[config.mk]
export PLATFORM = sky130hd
export DESIGN_NAME = lidar_segment_length_detector
export DESIGN_NICKNAME = d
export VERILOG_FILES = /design/src/rtl/core/lsld_pkg.sv /design/src/rtl/core/lsld_cordic.sv /design/src/rtl/core/lsld_isqrt.sv /design/src/rtl/core/lidar_segment_length_detector.sv
export SDC_FILE = /design/constraint.sdc
export NUM_CORES = 2
export LEC_CHECK = 0
export BUFFER_PORTS_ARGS = -buffer_cell sky130_fd_sc_hd__buf_2
export CORE_MARGIN = 1
export CORE_UTILIZATION = 40
export DETAILED_ROUTE_END_ITERATION = 10
export SYNTH_ARGS = -nofsm -noshare
export SYNTH_HDL_FRONTEND = slang
export SYNTH_SLANG_ARGS = --single-unit
[constraint.sdc]
create_clock -name clk_i -period 8.5 [get_ports clk_i]
set_input_delay 1.7 -clock clk_i [delete_from_list [all_inputs] [get_ports clk_i]]
set_output_delay 1.7 -clock clk_i [all_outputs]
set_load 0.05 [all_outputs]
[src/rtl/core/lsld_pkg.sv]
// Shared constants, types and tables of the lidar segment length detector.
// No dependencies; every other file of the block imports this package.
package lsld_pkg;

  // Scan geometry and iteration counts.
  localparam int unsigned MAX_BEAMS    = 2048;
  localparam int unsigned BEAM_W       = $clog2(MAX_BEAMS);
  localparam int unsigned CORDIC_STEPS = 16;
  localparam int unsigned CORDIC_MAX   = 24;
  localparam int unsigned ITER_W       = $clog2(CORDIC_MAX);

  // Field and datapath widths.
  localparam int unsigned RANGE_W = 16;
  localparam int unsigned ANGLE_W = 16;
  localparam int unsigned CFG_W   = 16;
  localparam int unsigned CNT_W   = 8;
  localparam int unsigned XY_W    = 17;
  localparam int unsigned DIFF_W  = XY_W + 1;
  localparam int unsigned MUL_W   = 18;
  localparam int unsigned PROD_W  = 2 * MUL_W;
  localparam int unsigned ACC_W   = 36;
  localparam int unsigned Z_W     = 34;
  localparam int unsigned SQ_W    = PROD_W;
  localparam int unsigned ROOT_W  = SQ_W / 2;
  localparam int unsigned LEN_W   = 24;
  localparam int unsigned TDATA_W = 48;

  // Fixed-point constants: CORDIC gain 0.6072529 in Q16, output clamp.
  localparam int unsigned GAIN_Q16 = 39797;
  localparam int unsigned XY_LIMIT = 65535;

  // Arctangent of 2^-i in units of 2^-32 turn.
  localparam logic [31:0] ATAN_TAB [CORDIC_MAX] = '{
    32'd536870912, 32'd316933406, 32'd167458907, 32'd85004756,
    32'd42667331,  32'd21354465,  32'd10679838,  32'd5340245,
    32'd2670163,   32'd1335087,   32'd667544,    32'd333772,
    32'd166886,    32'd83443,     32'd41722,     32'd20861,
    32'd10430,     32'd5215,      32'd2608,      32'd1304,
    32'd652,       32'd326,       32'd163,       32'd81
  };

  // Configuration register indexes.
  typedef enum logic [2:0] {
    REG_RANGE_MIN   = 3'd0,
    REG_RANGE_MAX   = 3'd1,
    REG_ANGLE_START = 3'd2,
    REG_ANGLE_STEP  = 3'd3,
    REG_BREAK_GAP   = 3'd4,
    REG_DIAMETER    = 3'd5,
    REG_TOLERANCE   = 3'd6,
    REG_CONFIRM     = 3'd7
  } cfg_reg_e;

  // Converted point handed from the rotator to the sequencer.
  typedef struct packed {
    logic                    done;
    logic signed [XY_W-1:0]  x;
    logic signed [XY_W-1:0]  y;
  } point_t;

endpackage

[src/rtl/core/lsld_cordic.sv]
// Iterative CORDIC rotator: one shift-add step per cycle, then rounding and clamping.
// Depends on lsld_pkg for widths, the step count and the arctangent table.
module lsld_cordic import lsld_pkg::*; (
  input  logic                     clk_i,
  input  logic                     rst_ni,
  input  logic                     start_i,
  input  logic [ACC_W-1:0]         x0_i,
  input  logic [ANGLE_W-1:0]       phase_i,
  output point_t                   pt_o
);

  logic signed [ACC_W-1:0] x_q, x_d, y_q, y_d;
  logic signed [Z_W-1:0]   z_q, z_d;
  logic [ITER_W-1:0]       it_q, it_d;
  logic                    flip_q, flip_d;
  logic                    busy_q, busy_d;
  logic                    rnd_q, rnd_d;
  logic                    done_q, done_d;
  logic signed [XY_W-1:0]  xo_q, xo_d, yo_q, yo_d;

  logic                    fold;
  logic [ANGLE_W-1:0]      phase_f;
  logic signed [ACC_W-1:0] xs, ys;
  logic signed [Z_W-1:0]   atan_s;
  logic signed [ACC_W:0]   xr, yr;

  function automatic logic signed [XY_W-1:0] sat_xy(input logic signed [ACC_W:0] v);
    logic signed [ACC_W:0] lim;
    lim = (ACC_W+1)'(XY_LIMIT);
    if (v > lim) begin
      sat_xy = XY_W'(lim);
    end else if (v < -lim) begin
      sat_xy = XY_W'(-lim);
    end else begin
      sat_xy = XY_W'(v);
    end
  endfunction

  // Phases in the left half-plane are turned by half a turn and the result negated.
  assign fold    = phase_i[ANGLE_W-1] ^ phase_i[ANGLE_W-2];
  assign phase_f = {phase_i[ANGLE_W-1] ^ fold, phase_i[ANGLE_W-2:0]};

  assign xs     = x_q >>> it_q;
  assign ys     = y_q >>> it_q;
  assign atan_s = signed'(Z_W'(ATAN_TAB[it_q]));

  always_comb begin
    xr = (signed'({x_q[ACC_W-1], x_q}) + (ACC_W+1)'(32768)) >>> 16;
    yr = (signed'({y_q[ACC_W-1], y_q}) + (ACC_W+1)'(32768)) >>> 16;
    if (flip_q) begin
      xr = -xr;
      yr = -yr;
    end
  end

  always_comb begin
    x_d    = x_q;
    y_d    = y_q;
    z_d    = z_q;
    it_d   = it_q;
    flip_d = flip_q;
    busy_d = busy_q;
    rnd_d  = 1'b0;
    done_d = 1'b0;
    xo_d   = xo_q;
    yo_d   = yo_q;
    if (start_i) begin
      x_d    = signed'(x0_i);
      y_d    = '0;
      z_d    = Z_W'(signed'({phase_f, 16'h0000}));
      it_d   = '0;
      flip_d = fold;
      busy_d = 1'b1;
    end else if (busy_q) begin
      if (!z_q[Z_W-1]) begin
        x_d = x_q - ys;
        y_d = y_q + xs;
        z_d = z_q - atan_s;
      end else begin
        x_d = x_q + ys;
        y_d = y_q - xs;
        z_d = z_q + atan_s;
      end
      it_d = it_q + ITER_W'(1);
      if (it_q == ITER_W'(CORDIC_STEPS - 1)) begin
        busy_d = 1'b0;
        rnd_d  = 1'b1;
      end
    end else if (rnd_q) begin
      xo_d   = sat_xy(xr);
      yo_d   = sat_xy(yr);
      done_d = 1'b1;
    end
  end

  always_ff @(posedge clk_i or negedge rst_ni) begin
    if (!rst_ni) begin
      busy_q <= 1'b0;
      rnd_q  <= 1'b0;
      done_q <= 1'b0;
      it_q   <= '0;
      flip_q <= 1'b0;
    end else begin
      busy_q <= busy_d;
      rnd_q  <= rnd_d;
      done_q <= done_d;
      it_q   <= it_d;
      flip_q <= flip_d;
    end
  end

  always_ff @(posedge clk_i) begin
    x_q  <= x_d;
    y_q  <= y_d;
    z_q  <= z_d;
    xo_q <= xo_d;
    yo_q <= yo_d;
  end

  assign pt_o.done = done_q;
  assign pt_o.x    = xo_q;
  assign pt_o.y    = yo_q;

endmodule

[src/rtl/core/lsld_isqrt.sv]
// Iterative integer square root, one result bit per cycle (floor of the root).
// Depends on lsld_pkg for the radicand and root widths.
module lsld_isqrt import lsld_pkg::*; (
  input  logic              clk_i,
  input  logic              rst_ni,
  input  logic              start_i,
  input  logic [SQ_W-1:0]   rad_i,
  output logic              done_o,
  output logic [ROOT_W-1:0] root_o
);

  logic [SQ_W-1:0] v_q, v_d, res_q, res_d, bit_q, bit_d;
  logic [SQ_W-1:0] trial;
  logic            busy_q, busy_d;
  logic            done_q, done_d;

  assign trial = res_q + bit_q;

  always_comb begin
    v_d    = v_q;
    res_d  = res_q;
    bit_d  = bit_q;
    busy_d = busy_q;
    done_d = 1'b0;
    if (start_i) begin
      v_d    = rad_i;
      res_d  = '0;
      bit_d  = SQ_W'(1) << (SQ_W - 2);
      busy_d = 1'b1;
    end else if (busy_q) begin
      if (v_q >= trial) begin
        v_d   = v_q - trial;
        res_d = (res_q >> 1) + bit_q;
      end else begin
        res_d = res_q >> 1;
      end
      bit_d = bit_q >> 2;
      if (bit_q[0]) begin
        busy_d = 1'b0;
        done_d = 1'b1;
      end
    end
  end

  always_ff @(posedge clk_i or negedge rst_ni) begin
    if (!rst_ni) begin
      busy_q <= 1'b0;
      done_q <= 1'b0;
    end else begin
      busy_q <= busy_d;
      done_q <= done_d;
    end
  end

  always_ff @(posedge clk_i) begin
    v_q   <= v_d;
    res_q <= res_d;
    bit_q <= bit_d;
  end

  assign done_o = done_q;
  assign root_o = res_q[ROOT_W-1:0];

endmodule

[src/rtl/core/lidar_segment_length_detector.sv]
// Lidar segment length detector: one range word in, one result word per scan out.
// A kept sample blocks the input from acceptance until its 16 CORDIC steps and 18
// square-root steps are done; a dropped sample only passes the beam bookkeeping state.
// The result word appears in the cycle after the last beam finishes; one result may wait.
// Reset (rst_ni, asynchronous, active low) loads the register defaults and clears the scan
// state and the hit run.
module lidar_segment_length_detector import lsld_pkg::*; (
  input  logic               clk_i,
  input  logic               rst_ni,
  // Configuration write port.
  input  logic               cfg_we_i,
  input  logic [2:0]         cfg_idx_i,
  input  logic [CFG_W-1:0]   cfg_data_i,
  // Input stream.
  input  logic               s_axis_tvalid,
  output logic               s_axis_tready,
  input  logic [RANGE_W-1:0] s_axis_tdata,   // [15:0] range_mm
  input  logic               s_axis_tlast,   // last_beam
  // Output stream.
  output logic               m_axis_tvalid,
  input  logic               m_axis_tready,
  output logic [TDATA_W-1:0] m_axis_tdata    // [0] cylinder_found, [1] confirmed,
                                             // [9:2] hit_run, [26:10] hit_x_mm,
                                             // [43:27] hit_y_mm, [47:44] zero
);

  // The sequencer walks one kept sample through the shared multiplier, the rotator and
  // the square-root unit. Dropped samples go straight to the beam bookkeeping state.
  typedef enum logic [11:0] {
    S_IDLE  = 12'b0000_0000_0001,
    S_PHASE = 12'b0000_0000_0010,
    S_GAIN  = 12'b0000_0000_0100,
    S_ROT   = 12'b0000_0000_1000,
    S_WAIT  = 12'b0000_0001_0000,
    S_DIFF  = 12'b0000_0010_0000,
    S_SQX   = 12'b0000_0100_0000,
    S_SQY   = 12'b0000_1000_0000,
    S_ROOT  = 12'b0001_0000_0000,
    S_RWAIT = 12'b0010_0000_0000,
    S_SEG   = 12'b0100_0000_0000,
    S_BEAM  = 12'b1000_0000_0000
  } state_e;

  state_e state_q, state_d;

  // Configuration registers.
  logic [CFG_W-1:0] range_min_q, range_max_q, angle_start_q, angle_step_q;
  logic [CFG_W-1:0] break_gap_q, diameter_q, tolerance_q;
  logic [CNT_W-1:0] confirm_q;

  // Per-word input latches.
  logic [RANGE_W-1:0] range_q;
  logic               last_q;

  // Scan state.
  logic [BEAM_W-1:0]      beam_q, beam_d;
  logic signed [XY_W-1:0] prev_x_q, prev_x_d, prev_y_q, prev_y_d;
  logic                   have_prev_q, have_prev_d;
  logic                   in_seg_q, in_seg_d;
  logic [LEN_W-1:0]       len_q, len_d;
  logic                   hit_q, hit_d;
  logic signed [XY_W-1:0] hit_x_q, hit_x_d, hit_y_q, hit_y_d;
  logic [CNT_W-1:0]       run_q, run_d;

  // Datapath registers.
  logic [PROD_W-1:0]        prod_q, prod_d, acc_q, acc_d;
  logic [ANGLE_W-1:0]       phase_q, phase_d;
  logic signed [DIFF_W-1:0] dx_q, dx_d, dy_q, dy_d;

  // Output register.
  logic               out_valid_q, out_valid_d;
  logic [TDATA_W-1:0] out_data_q, out_data_d;

  // Shared multiplier operands.
  logic signed [MUL_W-1:0]  mul_a, mul_b;
  logic signed [PROD_W-1:0] mul_p;

  point_t            pt;
  logic              rot_start, root_start, root_done;
  logic [ROOT_W-1:0] gap;

  logic                     in_accept, keep;
  logic signed [XY_W-1:0]   ref_x, ref_y;
  logic [LEN_W:0]           len_sum;
  logic signed [LEN_W+1:0]  len_s, lo_s, hi_s;
  logic [CNT_W-1:0]         run_inc;
  logic                     conf;
  logic                     out_free;

  // The rotator converts the kept range into x,y at the computed beam angle.
  lsld_cordic u_cordic (
    .clk_i   (clk_i),
    .rst_ni  (rst_ni),
    .start_i (rot_start),
    .x0_i    (prod_q),
    .phase_i (phase_q),
    .pt_o    (pt)
  );

  // The root unit turns the squared gap into a distance in millimetres.
  lsld_isqrt u_isqrt (
    .clk_i   (clk_i),
    .rst_ni  (rst_ni),
    .start_i (root_start),
    .rad_i   (acc_q + prod_q),
    .done_o  (root_done),
    .root_o  (gap)
  );

  assign s_axis_tready = (state_q == S_IDLE);
  assign in_accept     = s_axis_tvalid && s_axis_tready;
  // A sample is processed only inside the open window and before a hit in this scan.
  assign keep          = !hit_q && (s_axis_tdata > range_min_q) && (s_axis_tdata < range_max_q);
  assign rot_start     = (state_q == S_ROT);
  assign root_start    = (state_q == S_ROOT);
  assign out_free      = !out_valid_q || m_axis_tready;

  // One signed multiplier serves the beam phase, the CORDIC pre-gain and both squares.
  always_comb begin
    unique case (state_q)
      S_PHASE: begin
        mul_a = signed'(MUL_W'(beam_q));
        mul_b = signed'(MUL_W'(angle_step_q));
      end
      S_GAIN: begin
        mul_a = signed'(MUL_W'(range_q));
        mul_b = signed'(MUL_W'(GAIN_Q16));
      end
      S_SQX: begin
        mul_a = dx_q;
        mul_b = dx_q;
      end
      S_SQY: begin
        mul_a = dy_q;
        mul_b = dy_q;
      end
      default: begin
        mul_a = '0;
        mul_b = '0;
      end
    endcase
  end
  assign mul_p = mul_a * mul_b;

  // The first kept point of a scan is its own predecessor, so its gap is zero.
  assign ref_x = have_prev_q ? prev_x_q : pt.x;
  assign ref_y = have_prev_q ? prev_y_q : pt.y;

  // Segment length bookkeeping and the acceptance window diameter plus or minus tolerance.
  assign len_sum = (in_seg_q ? {1'b0, len_q} : '0) + (LEN_W+1)'(gap);
  assign len_s   = signed'((LEN_W+2)'(len_q));
  assign lo_s    = signed'((LEN_W+2)'(diameter_q)) - signed'((LEN_W+2)'(tolerance_q));
  assign hi_s    = signed'((LEN_W+2)'(diameter_q)) + signed'((LEN_W+2)'(tolerance_q));

  assign run_inc = run_q + CNT_W'(1);
  assign conf    = hit_q && (run_q != '1) && (run_inc == confirm_q);

  always_comb begin
    state_d     = state_q;
    beam_d      = beam_q;
    prev_x_d    = prev_x_q;
    prev_y_d    = prev_y_q;
    have_prev_d = have_prev_q;
    in_seg_d    = in_seg_q;
    len_d       = len_q;
    hit_d       = hit_q;
    hit_x_d     = hit_x_q;
    hit_y_d     = hit_y_q;
    run_d       = run_q;
    prod_d      = prod_q;
    acc_d       = acc_q;
    phase_d     = phase_q;
    dx_d        = dx_q;
    dy_d        = dy_q;
    out_valid_d = out_valid_q && !m_axis_tready;
    out_data_d  = out_data_q;

    unique case (state_q)
      S_IDLE: begin
        if (in_accept) begin
          state_d = keep ? S_PHASE : S_BEAM;
        end
      end
      S_PHASE: begin
        prod_d  = PROD_W'(mul_p);
        state_d = S_GAIN;
      end
      S_GAIN: begin
        phase_d = angle_start_q + prod_q[ANGLE_W-1:0];
        prod_d  = PROD_W'(mul_p);
        state_d = S_ROT;
      end
      S_ROT: begin
        state_d = S_WAIT;
      end
      S_WAIT: begin
        if (pt.done) begin
          state_d = S_DIFF;
        end
      end
      S_DIFF: begin
        dx_d    = DIFF_W'(pt.x) - DIFF_W'(ref_x);
        dy_d    = DIFF_W'(pt.y) - DIFF_W'(ref_y);
        state_d = S_SQX;
      end
      S_SQX: begin
        prod_d  = PROD_W'(mul_p);
        state_d = S_SQY;
      end
      S_SQY: begin
        acc_d   = prod_q;
        prod_d  = PROD_W'(mul_p);
        state_d = S_ROOT;
      end
      S_ROOT: begin
        state_d = S_RWAIT;
      end
      S_RWAIT: begin
        if (root_done) begin
          state_d = S_SEG;
        end
      end
      S_SEG: begin
        if (gap < ROOT_W'(break_gap_q)) begin
          in_seg_d = 1'b1;
          len_d    = len_sum[LEN_W] ? '1 : len_sum[LEN_W-1:0];
        end else if (in_seg_q) begin
          // A segment closes here: latch a hit when its length falls inside the window.
          if ((len_s > lo_s) && (len_s < hi_s)) begin
            hit_d   = 1'b1;
            hit_x_d = pt.x;
            hit_y_d = pt.y;
          end
          in_seg_d = 1'b0;
          len_d    = '0;
        end
        prev_x_d    = pt.x;
        prev_y_d    = pt.y;
        have_prev_d = 1'b1;
        state_d     = S_BEAM;
      end
      S_BEAM: begin
        if (!last_q) begin
          if (beam_q != BEAM_W'(MAX_BEAMS - 1)) begin
            beam_d = beam_q + BEAM_W'(1);
          end
          state_d = S_IDLE;
        end else if (out_free) begin
          // End of scan: report, update the hit run and start a fresh scan.
          if (hit_q) begin
            if (run_q != '1) begin
              run_d = run_inc;
            end
          end else begin
            run_d = '0;
          end
          out_valid_d = 1'b1;
          out_data_d  = '0;
          out_data_d[0]     = hit_q;
          out_data_d[1]     = conf;
          out_data_d[9:2]   = hit_q ? ((run_q != '1) ? run_inc : run_q) : '0;
          out_data_d[26:10] = hit_q ? hit_x_q : '0;
          out_data_d[43:27] = hit_q ? hit_y_q : '0;
          beam_d      = '0;
          prev_x_d    = '0;
          prev_y_d    = '0;
          have_prev_d = 1'b0;
          in_seg_d    = 1'b0;
          len_d       = '0;
          hit_d       = 1'b0;
          hit_x_d     = '0;
          hit_y_d     = '0;
          state_d     = S_IDLE;
        end
      end
      default: begin
        state_d = S_IDLE;
      end
    endcase
  end

  // Configuration writes; only the low bits of the data are used by the narrow register.
  always_ff @(posedge clk_i or negedge rst_ni) begin
    if (!rst_ni) begin
      range_min_q   <= CFG_W'(100);
      range_max_q   <= CFG_W'(30000);
      angle_start_q <= CFG_W'(32768);
      angle_step_q  <= CFG_W'(182);
      break_gap_q   <= CFG_W'(100);
      diameter_q    <= CFG_W'(300);
      tolerance_q   <= CFG_W'(50);
      confirm_q     <= CNT_W'(5);
    end else if (cfg_we_i) begin
      unique case (cfg_reg_e'(cfg_idx_i))
        REG_RANGE_MIN:   range_min_q   <= cfg_data_i;
        REG_RANGE_MAX:   range_max_q   <= cfg_data_i;
        REG_ANGLE_START: angle_start_q <= cfg_data_i;
        REG_ANGLE_STEP:  angle_step_q  <= cfg_data_i;
        REG_BREAK_GAP:   break_gap_q   <= cfg_data_i;
        REG_DIAMETER:    diameter_q    <= cfg_data_i;
        REG_TOLERANCE:   tolerance_q   <= cfg_data_i;
        REG_CONFIRM:     confirm_q     <= cfg_data_i[CNT_W-1:0];
        default: begin
        end
      endcase
    end
  end

  always_ff @(posedge clk_i or negedge rst_ni) begin
    if (!rst_ni) begin
      state_q     <= S_IDLE;
      beam_q      <= '0;
      prev_x_q    <= '0;
      prev_y_q    <= '0;
      have_prev_q <= 1'b0;
      in_seg_q    <= 1'b0;
      len_q       <= '0;
      hit_q       <= 1'b0;
      hit_x_q     <= '0;
      hit_y_q     <= '0;
      run_q       <= '0;
      out_valid_q <= 1'b0;
    end else begin
      state_q     <= state_d;
      beam_q      <= beam_d;
      prev_x_q    <= prev_x_d;
      prev_y_q    <= prev_y_d;
      have_prev_q <= have_prev_d;
      in_seg_q    <= in_seg_d;
      len_q       <= len_d;
      hit_q       <= hit_d;
      hit_x_q     <= hit_x_d;
      hit_y_q     <= hit_y_d;
      run_q       <= run_d;
      out_valid_q <= out_valid_d;
    end
  end

  always_ff @(posedge clk_i) begin
    if (in_accept) begin
      range_q <= s_axis_tdata;
      last_q  <= s_axis_tlast;
    end
    prod_q     <= prod_d;
    acc_q      <= acc_d;
    phase_q    <= phase_d;
    dx_q       <= dx_d;
    dy_q       <= dy_d;
    out_data_q <= out_data_d;
  end

  assign m_axis_tvalid = out_valid_q;
  assign m_axis_tdata  = out_data_q;

endmodule

# ---- Word level (Yosys, flattened, before mapping)
# Memory sizes are Yosys's and may differ from the RTL's.
# Cells that the tools add are included.
dict set report totals {
  regBits 673
  romBits 1024
  output_inout_bits 50
  wordCells 241
  mem_count 1
}
# name depth word_bits rd rd_ports_with_merged_regs wr line_no
set mem_list {}
lappend mem_list {{(no name shown)} 32 32 1 0 0 lsld_cordic.sv:45} ;# assign atan_s = signed'(Z_W'(ATAN_TAB[it_q]));
dict set report op_classes {
  n_addsub 23
  mul 1
  n_lt_le_gt_ge 11
  n_eq_ne 34
  n_shift 2
  n_mux 81
  n_bitwise 5
  n_reduce_logical 36
}
# cell count
set op_table {}
lappend op_table {{2-to-1 mux 36 bit} 8}
lappend op_table {{2-to-1 mux 17 bit} 12}
lappend op_table {{2-to-1 mux 24 bit} 6}
lappend op_table {{case mux 12 bit (12 select lines)} 1}
lappend op_table {{case mux 18 bit (4 select lines)} 2}
lappend op_table {{case mux 17 bit (2 select lines)} 4}
lappend op_table {{adder 36 bit} 3}
lappend op_table {{subtractor 36 bit} 3}
lappend op_table {{2-to-1 mux 34 bit} 3}
lappend op_table {{adder 36 x 17 -> 37 bit, second input constant} 2}
lappend op_table {{> comparator 37 x 17 -> 1 bit, second input constant} 2}
lappend op_table {{less-than comparator 37 x 17 -> 1 bit, second input constant} 2}
lappend op_table {{2-to-1 mux 37 bit} 2}
lappend op_table {{negation 21 -> 37 bit} 2}
lappend op_table {{2-to-1 mux 12 bit} 6}
lappend op_table {{>>> shifter 36 x 5 -> 36 bit} 2}
lappend op_table {{2-to-1 mux 32 bit} 2}
lappend op_table {{case mux 24 bit (2 select lines)} 1}
lappend op_table {{adder 35 x 35 -> 36 bit} 1}
lappend op_table {{adder 36 x 35 -> 36 bit} 1}
lappend op_table {{greater-or-equal comparator 36 bit} 1}
lappend op_table {{multiplier 18 x 18 -> 36 bit} 1}
lappend op_table {{subtractor 17 x 17 -> 18 bit} 2}
lappend op_table {{adder 34 x 33 -> 34 bit} 1}
lappend op_table {{other kinds (55)} 123}

# ---- Depth between registers and ports, before layout
dict set report logic_depth {
  ltp_word 8
  ltp_mapped 36
  ltp_nobuf 33
}

# ---- Cells and area by module
# Synthesis repeated with hierarchy kept, for this count alone.
dict set report unflattened {
  cells_unflattened 7394
  hier_area_um2 66417.4
}
# module n_inst cells_per_inst area_per_inst_um2 seq_area_each_um2
set by_module_without_submodules {}
lappend by_module_without_submodules {lidar_segment_length_detector 1 3693 36750.2 11772.5}
lappend by_module_without_submodules {lsld_cordic 1 2705 21560.7 3908.7}
lappend by_module_without_submodules {lsld_isqrt 1 996 8106.5 2212.1}

# ---- Least setup slack after synthesis
# Ideal clock, no wire load.
dict set report synth_timing {
  path_type {reg-to-reg}
  from {reg state_q[1]}
  to {reg prod_q[34], data pin}
  t_arrival_ns 8.310
  slack_ns -0.067
  stages_incl_launch_ff 32
  synth_period_minus_slack_ns 8.567
  path_cell_list {dfrtp_1 > nor4_1 > nand2_1 > or3_1 > nor3b_1 > clkbuf_1 > clkbuf_1 > a22o_1 > a21o_1 > clkbuf_1 > nand2_1 > fa_1 > inv_1 > fa_1 > fa_1 > fa_1 > fa_1 > inv_1 > fa_1 > inv_1 > ha_1 > a21o_1 > a21o_1 > a21o_1 > a21o_1 > a21o_1 > a21oi_1 > o221ai_1 > o41ai_1 > o21bai_1 > a21oi_1 > xnor2_1}
}
dict set report synth_via {
  elab_chain_cells 3
}
# element line_no
set synth_rtl {}
lappend synth_rtl {{start: declaration} lidar_segment_length_detector.sv:44} ;# state_e state_q, state_d;
lappend synth_rtl {{start signal: assignment} lidar_segment_length_detector.sv:324} ;# state_q <= state_d;
lappend synth_rtl {{equality test 12 x 8 -> 1 bit (tied with other cells)} lidar_segment_length_detector.sv:120} ;# unique case (state_q)
lappend synth_rtl {{case mux 18 bit (4 select lines)} lidar_segment_length_detector.sv:120}
lappend synth_rtl {{multiplier 18 x 18 -> 36 bit (*)} lidar_segment_length_detector.sv:143} ;# assign mul_p = mul_a * mul_b;
lappend synth_rtl {{net mul_p[34]} lidar_segment_length_detector.sv:76} ;# logic signed [PROD_W-1:0] mul_p;
lappend synth_rtl {{end signal: assignment} lidar_segment_length_detector.sv:344} ;# prod_q <= prod_d;
lappend synth_rtl {{end: declaration} lidar_segment_length_detector.sv:66} ;# logic [PROD_W-1:0] prod_q, prod_d, acc_q, acc_d;
# The timed path passes the listed nets; every way through them passes the cells marked *.
# A chain may end at the register's enable or synchronous reset.

# ---- Worst setup path in the final report
dict set report layout_timing {
  from {reg state_q[1]}
  to {reg prod_q[31], data pin}
}
# The elaborated chain is that of the path after synthesis.

==> impl_results.md <==
- Run status: completed
- Commonest cells after routing, fill and taps aside: 769 x sky130_fd_sc_hd__nand2_1, 623 x sky130_fd_sc_hd__inv_1, 573 x sky130_fd_sc_hd__nor2_1
- Clock tree from TritonCTS: done
- Maximum clock skew at final layout: 0.0649 ns
- Max cap viols: 0
- Dominant cell type by count on the critical path: sky130_fd_sc_hd__fa_1
- Net total in the final layout: 7,923
- # IOs: 91
- Setup total negative slack: 0 ns
- Power per cell area: 290 nW/um^2
- Count of final max-slew check failures: 0
- Leakage power of the design: 30.7 nW
- Number of distinct library cells after synthesis: 99
- Count of synthesis-stage warnings from yosys: 0
- Flops & latches, synth: 673
- Most used DFF post-synth: sky130_fd_sc_hd__edfxtp_1
- Die outline width: 399 um
- Critical path class: reg -> reg
- Count of buffers from port buffering: 86
- Number of hold violations in the final report: 0
- Fill cell instance count of the final layout: 15,200
- Cell area after synthesis: 63,100 sq um
- Clock slew seen by the registers of the worst setup and hold paths: 0.06 ns
- Core area: 156,000 sq um
- Number of cell instances on the worst register-to-register path: 32
- Worst hold slack after final layout: 0.495 ns
- Layout Cell Area excl Fill: 69,900 sq um
- Via/cell ratio: 5.64
- Number of design-rule violations left by the first detailed-router iteration: 4,230
- Power Total: 20.3 mW
- Class of the most critical hold timing path: reg -> reg
- Total of endpoints with negative setup slack in the final report: 0
- Total DRC errors in the routed layout: 0
- Post-synthesis area per instance: 9.03 sq um
- Cell count after synthesis: 6,992
- Worst Hold End: u_cordic.z_q[2]$_SDFFE_PP0P_
- Height of the chip: 399 um
- Root cell of the clock tree: sky130_fd_sc_hd__clkbuf_16
- Required time worst endpoint: 8.95 ns
- Largest net degree at the start of global routing: 89
- Iteration count of the initial detailed-routing pass: 6
- Number of synthesized flops with an enable pin: 309
- Total global routing overflow: 0
- Most frequent standard cell in the layout excluding fill and tap cells: sky130_fd_sc_hd__nand2_1
- Number of instances on the worst hold path: 2
- R2r endpoint: prod_q[31]$_DFFE_PN_
- Clk buf depth: 3
- Floorplan die area: 159,000 sq um
- Maximum clock frequency: 122 MHz
- Via count of the first global-routing pass: 50,400
- Register Area: 17,900 sq um
- Post-place instance area: 66,400 sq um
- Worst Max-Slew Pin Slew: 1.11 ns
- Global-route wire length before repair: 300 mm
- CTS H-Tree Depth: 3
- Growth of design area from synthesis to finish: 10.7%
- Total global routing track utilization: 24.2%
- Fraction of registers with async set/reset: 38.3%
- Critical path arrival: 8.66 ns
- Total CTS buffers: 83
- Number of cells in the finished layout apart from fillers: 9,168
- Placement row count: 145
- Post-route clock period utilization: 96.6%
- Endpoint class of the critical path: register
- Startpoint kind of the worst setup timing path: register
- Area of the multi-input gates: 42,100 sq um
- Routability congestion estimate from global placement: 0.988
- Detailed placer's ending HPWL: 149 mm
- Sequential share of the synthesized area: 28.3%
- Number of antenna violations at the first check in global routing: 4
- Critical path fanouts, max: 10
- Worst r2r src: state_q[1]$_DFFE_PN0P_
- R2r setup slk: 0.29 ns
- Antenna Violating Nets Remaining: 0
- Maximum ir drop on the vdd rail: 173 uV
- Clock network latency to the later pin of the worst-skew pair: 0.74 ns
- Slew HR: 25.5%
- Longest individual stage delay on the worst path: 0.56 ns
- Hold-fix buffers at CTS: 0
- Wire length per cell: 21.2 um
- Number of sinks handled by clock tree synthesis: 673
- Share of cells above drive strength 1: 11.3%
- Period minus WS final: 8.21 ns
- Placed Cells incl. Taps: 8,990
- Worst hold start: u_cordic.z_q[2]$_SDFFE_PP0P_
- Total vias in the final route: 51,700
- Detailed Route WL: 195 mm
- Starting Density: 40.4%
- Highest-delay cell along the critical path: sky130_fd_sc_hd__fa_1
[synthesized netlist by cell type, drive strengths merged (47+ instances only)]
cell	n	area (sq um)
a211oi	69	518
a21o	160	1200
a21oi	399	2000
a31oi	80	500
and2	109	682
and3	47	294
buf	68	350
clkbuf	254	953
dfrtp	229	5730
dfxtp	106	2120
edfxtp	309	9280
fa	339	6790
ha	508	6360
inv	631	2370
mux2	117	1330
mux2i	178	1780
mux4	65	1470
nand2	784	2940
nand2b	68	425
nand3	106	531
nand4	57	357
nor2	595	2230
nor2b	61	382
nor3	77	395
o21a	55	413
o21ai	417	2090
o21bai	54	405
xnor2	306	2680
xor2	198	1730
[metrics by stage]
| stage | setup WS (ns) | util, % |
|---|---|---|
| detailed placement | 0.0591 | 42.4 |
| finish | 0.287 | 44.7 |
| CTS | 0.0284 | 44.3 |
| global route | -0.0451 | 44.7 |
| global placement | 0.137 | 42.4 |
| floorplan | 0.0276 | - |
[worst max-delay path by stage]
stage                           start                    to  slack, ns  cells past startpoint
5_1_grt        state_q[1]$_DFFE_PN0P_  prod_q[31]$_DFFE_PN_      -0.05                     36
4_1_cts        state_q[1]$_DFFE_PN0P_  prod_q[23]$_DFFE_PN_       0.03                     33
3_5_place_dp   state_q[1]$_DFFE_PN0P_  prod_q[34]$_DFFE_PN_       0.06                     31
6_report       state_q[1]$_DFFE_PN0P_  prod_q[31]$_DFFE_PN_       0.29                     32
3_3_place_gp   state_q[1]$_DFFE_PN0P_  prod_q[31]$_DFFE_PN_       0.14                     35
2_1_floorplan  state_q[1]$_DFFE_PN0P_  prod_q[34]$_DFFE_PN_       0.03                     31
[final cells by class]
cell class / instances / area share (%)
antenna: 4 / 0.0143
clock buffer: 112 / 3.38
clock inverter: 44 / 0.836
inverter: 636 / 3.43
multi-input combinational: 5364 / 60.2
sequential: 673 / 25.6
tap: 2058 / 3.68
timing repair buffer: 277 / 2.86
[timing repair]
action                     CTS  global route
setup endpoints to repair    4            14
gates resized for setup      4           124
gates cloned                 0             2
pin swaps                    0            33
setup buffers                0            16
[logic make-up (layout without fill, tap and decap cells)]
logic type,count (synthesis),count (layout),share of synthesized area [%]
AOI/OAI and AO/OA,1577,1577,15.7
xor gates and xnor gates,504,504,6.99
adders and majority gates,847,847,20.8
buffers and inverters,958,1069,5.85
DFF,673,673,28.3
muxes,360,360,7.25
other,1,8,0.00594
and+or+nand+nor,2072,2072,15.0
[worst max-delay path: cells and delay by family, from the launching register on]
family,cells,cell delay [ns]
fa+ha+maj,7,3.44
simple gates,7,1.58
compound gates,10,1.55
buf+inv,7,0.79
flops,1,0.43
xor+xnor,1,0.09
[registers in the layout, indices dropped and copies added, names as in the netlist, 17 cells and up]
name / count
m_axis_tdata: 44
acc_q: 36
prod_q: 36
u_cordic.x_q: 36
u_cordic.y_q: 36
u_isqrt.res_q: 36
u_isqrt.v_q: 36
u_cordic.z_q: 34
len_q: 24
dx_q: 18
dy_q: 18
u_isqrt.bit_q: 18
hit_x_q: 17
hit_y_q: 17
prev_x_q: 17
prev_y_q: 17
u_cordic.xo_q: 17
u_cordic.yo_q: 17
[per-layer routing]
layer,up-vias,wire length [um],GRT usage [%]
li1,24400,-,-
met1,25500,89300,34.1
met2,1495,88000,38.5
met3,307,11100,3.17
met4,0,6200,7.60
met5,-,0,0
[report_power, final]
part           internal, mW  total, mW  leakage [nW]  switching (mW)
logic                  4.79       11.4          22.3            6.60
registers              4.22       5.06          6.94           0.834
clock network          2.20       3.81          1.43            1.61
Note: power is estimated with default switching activity, not from simulation.
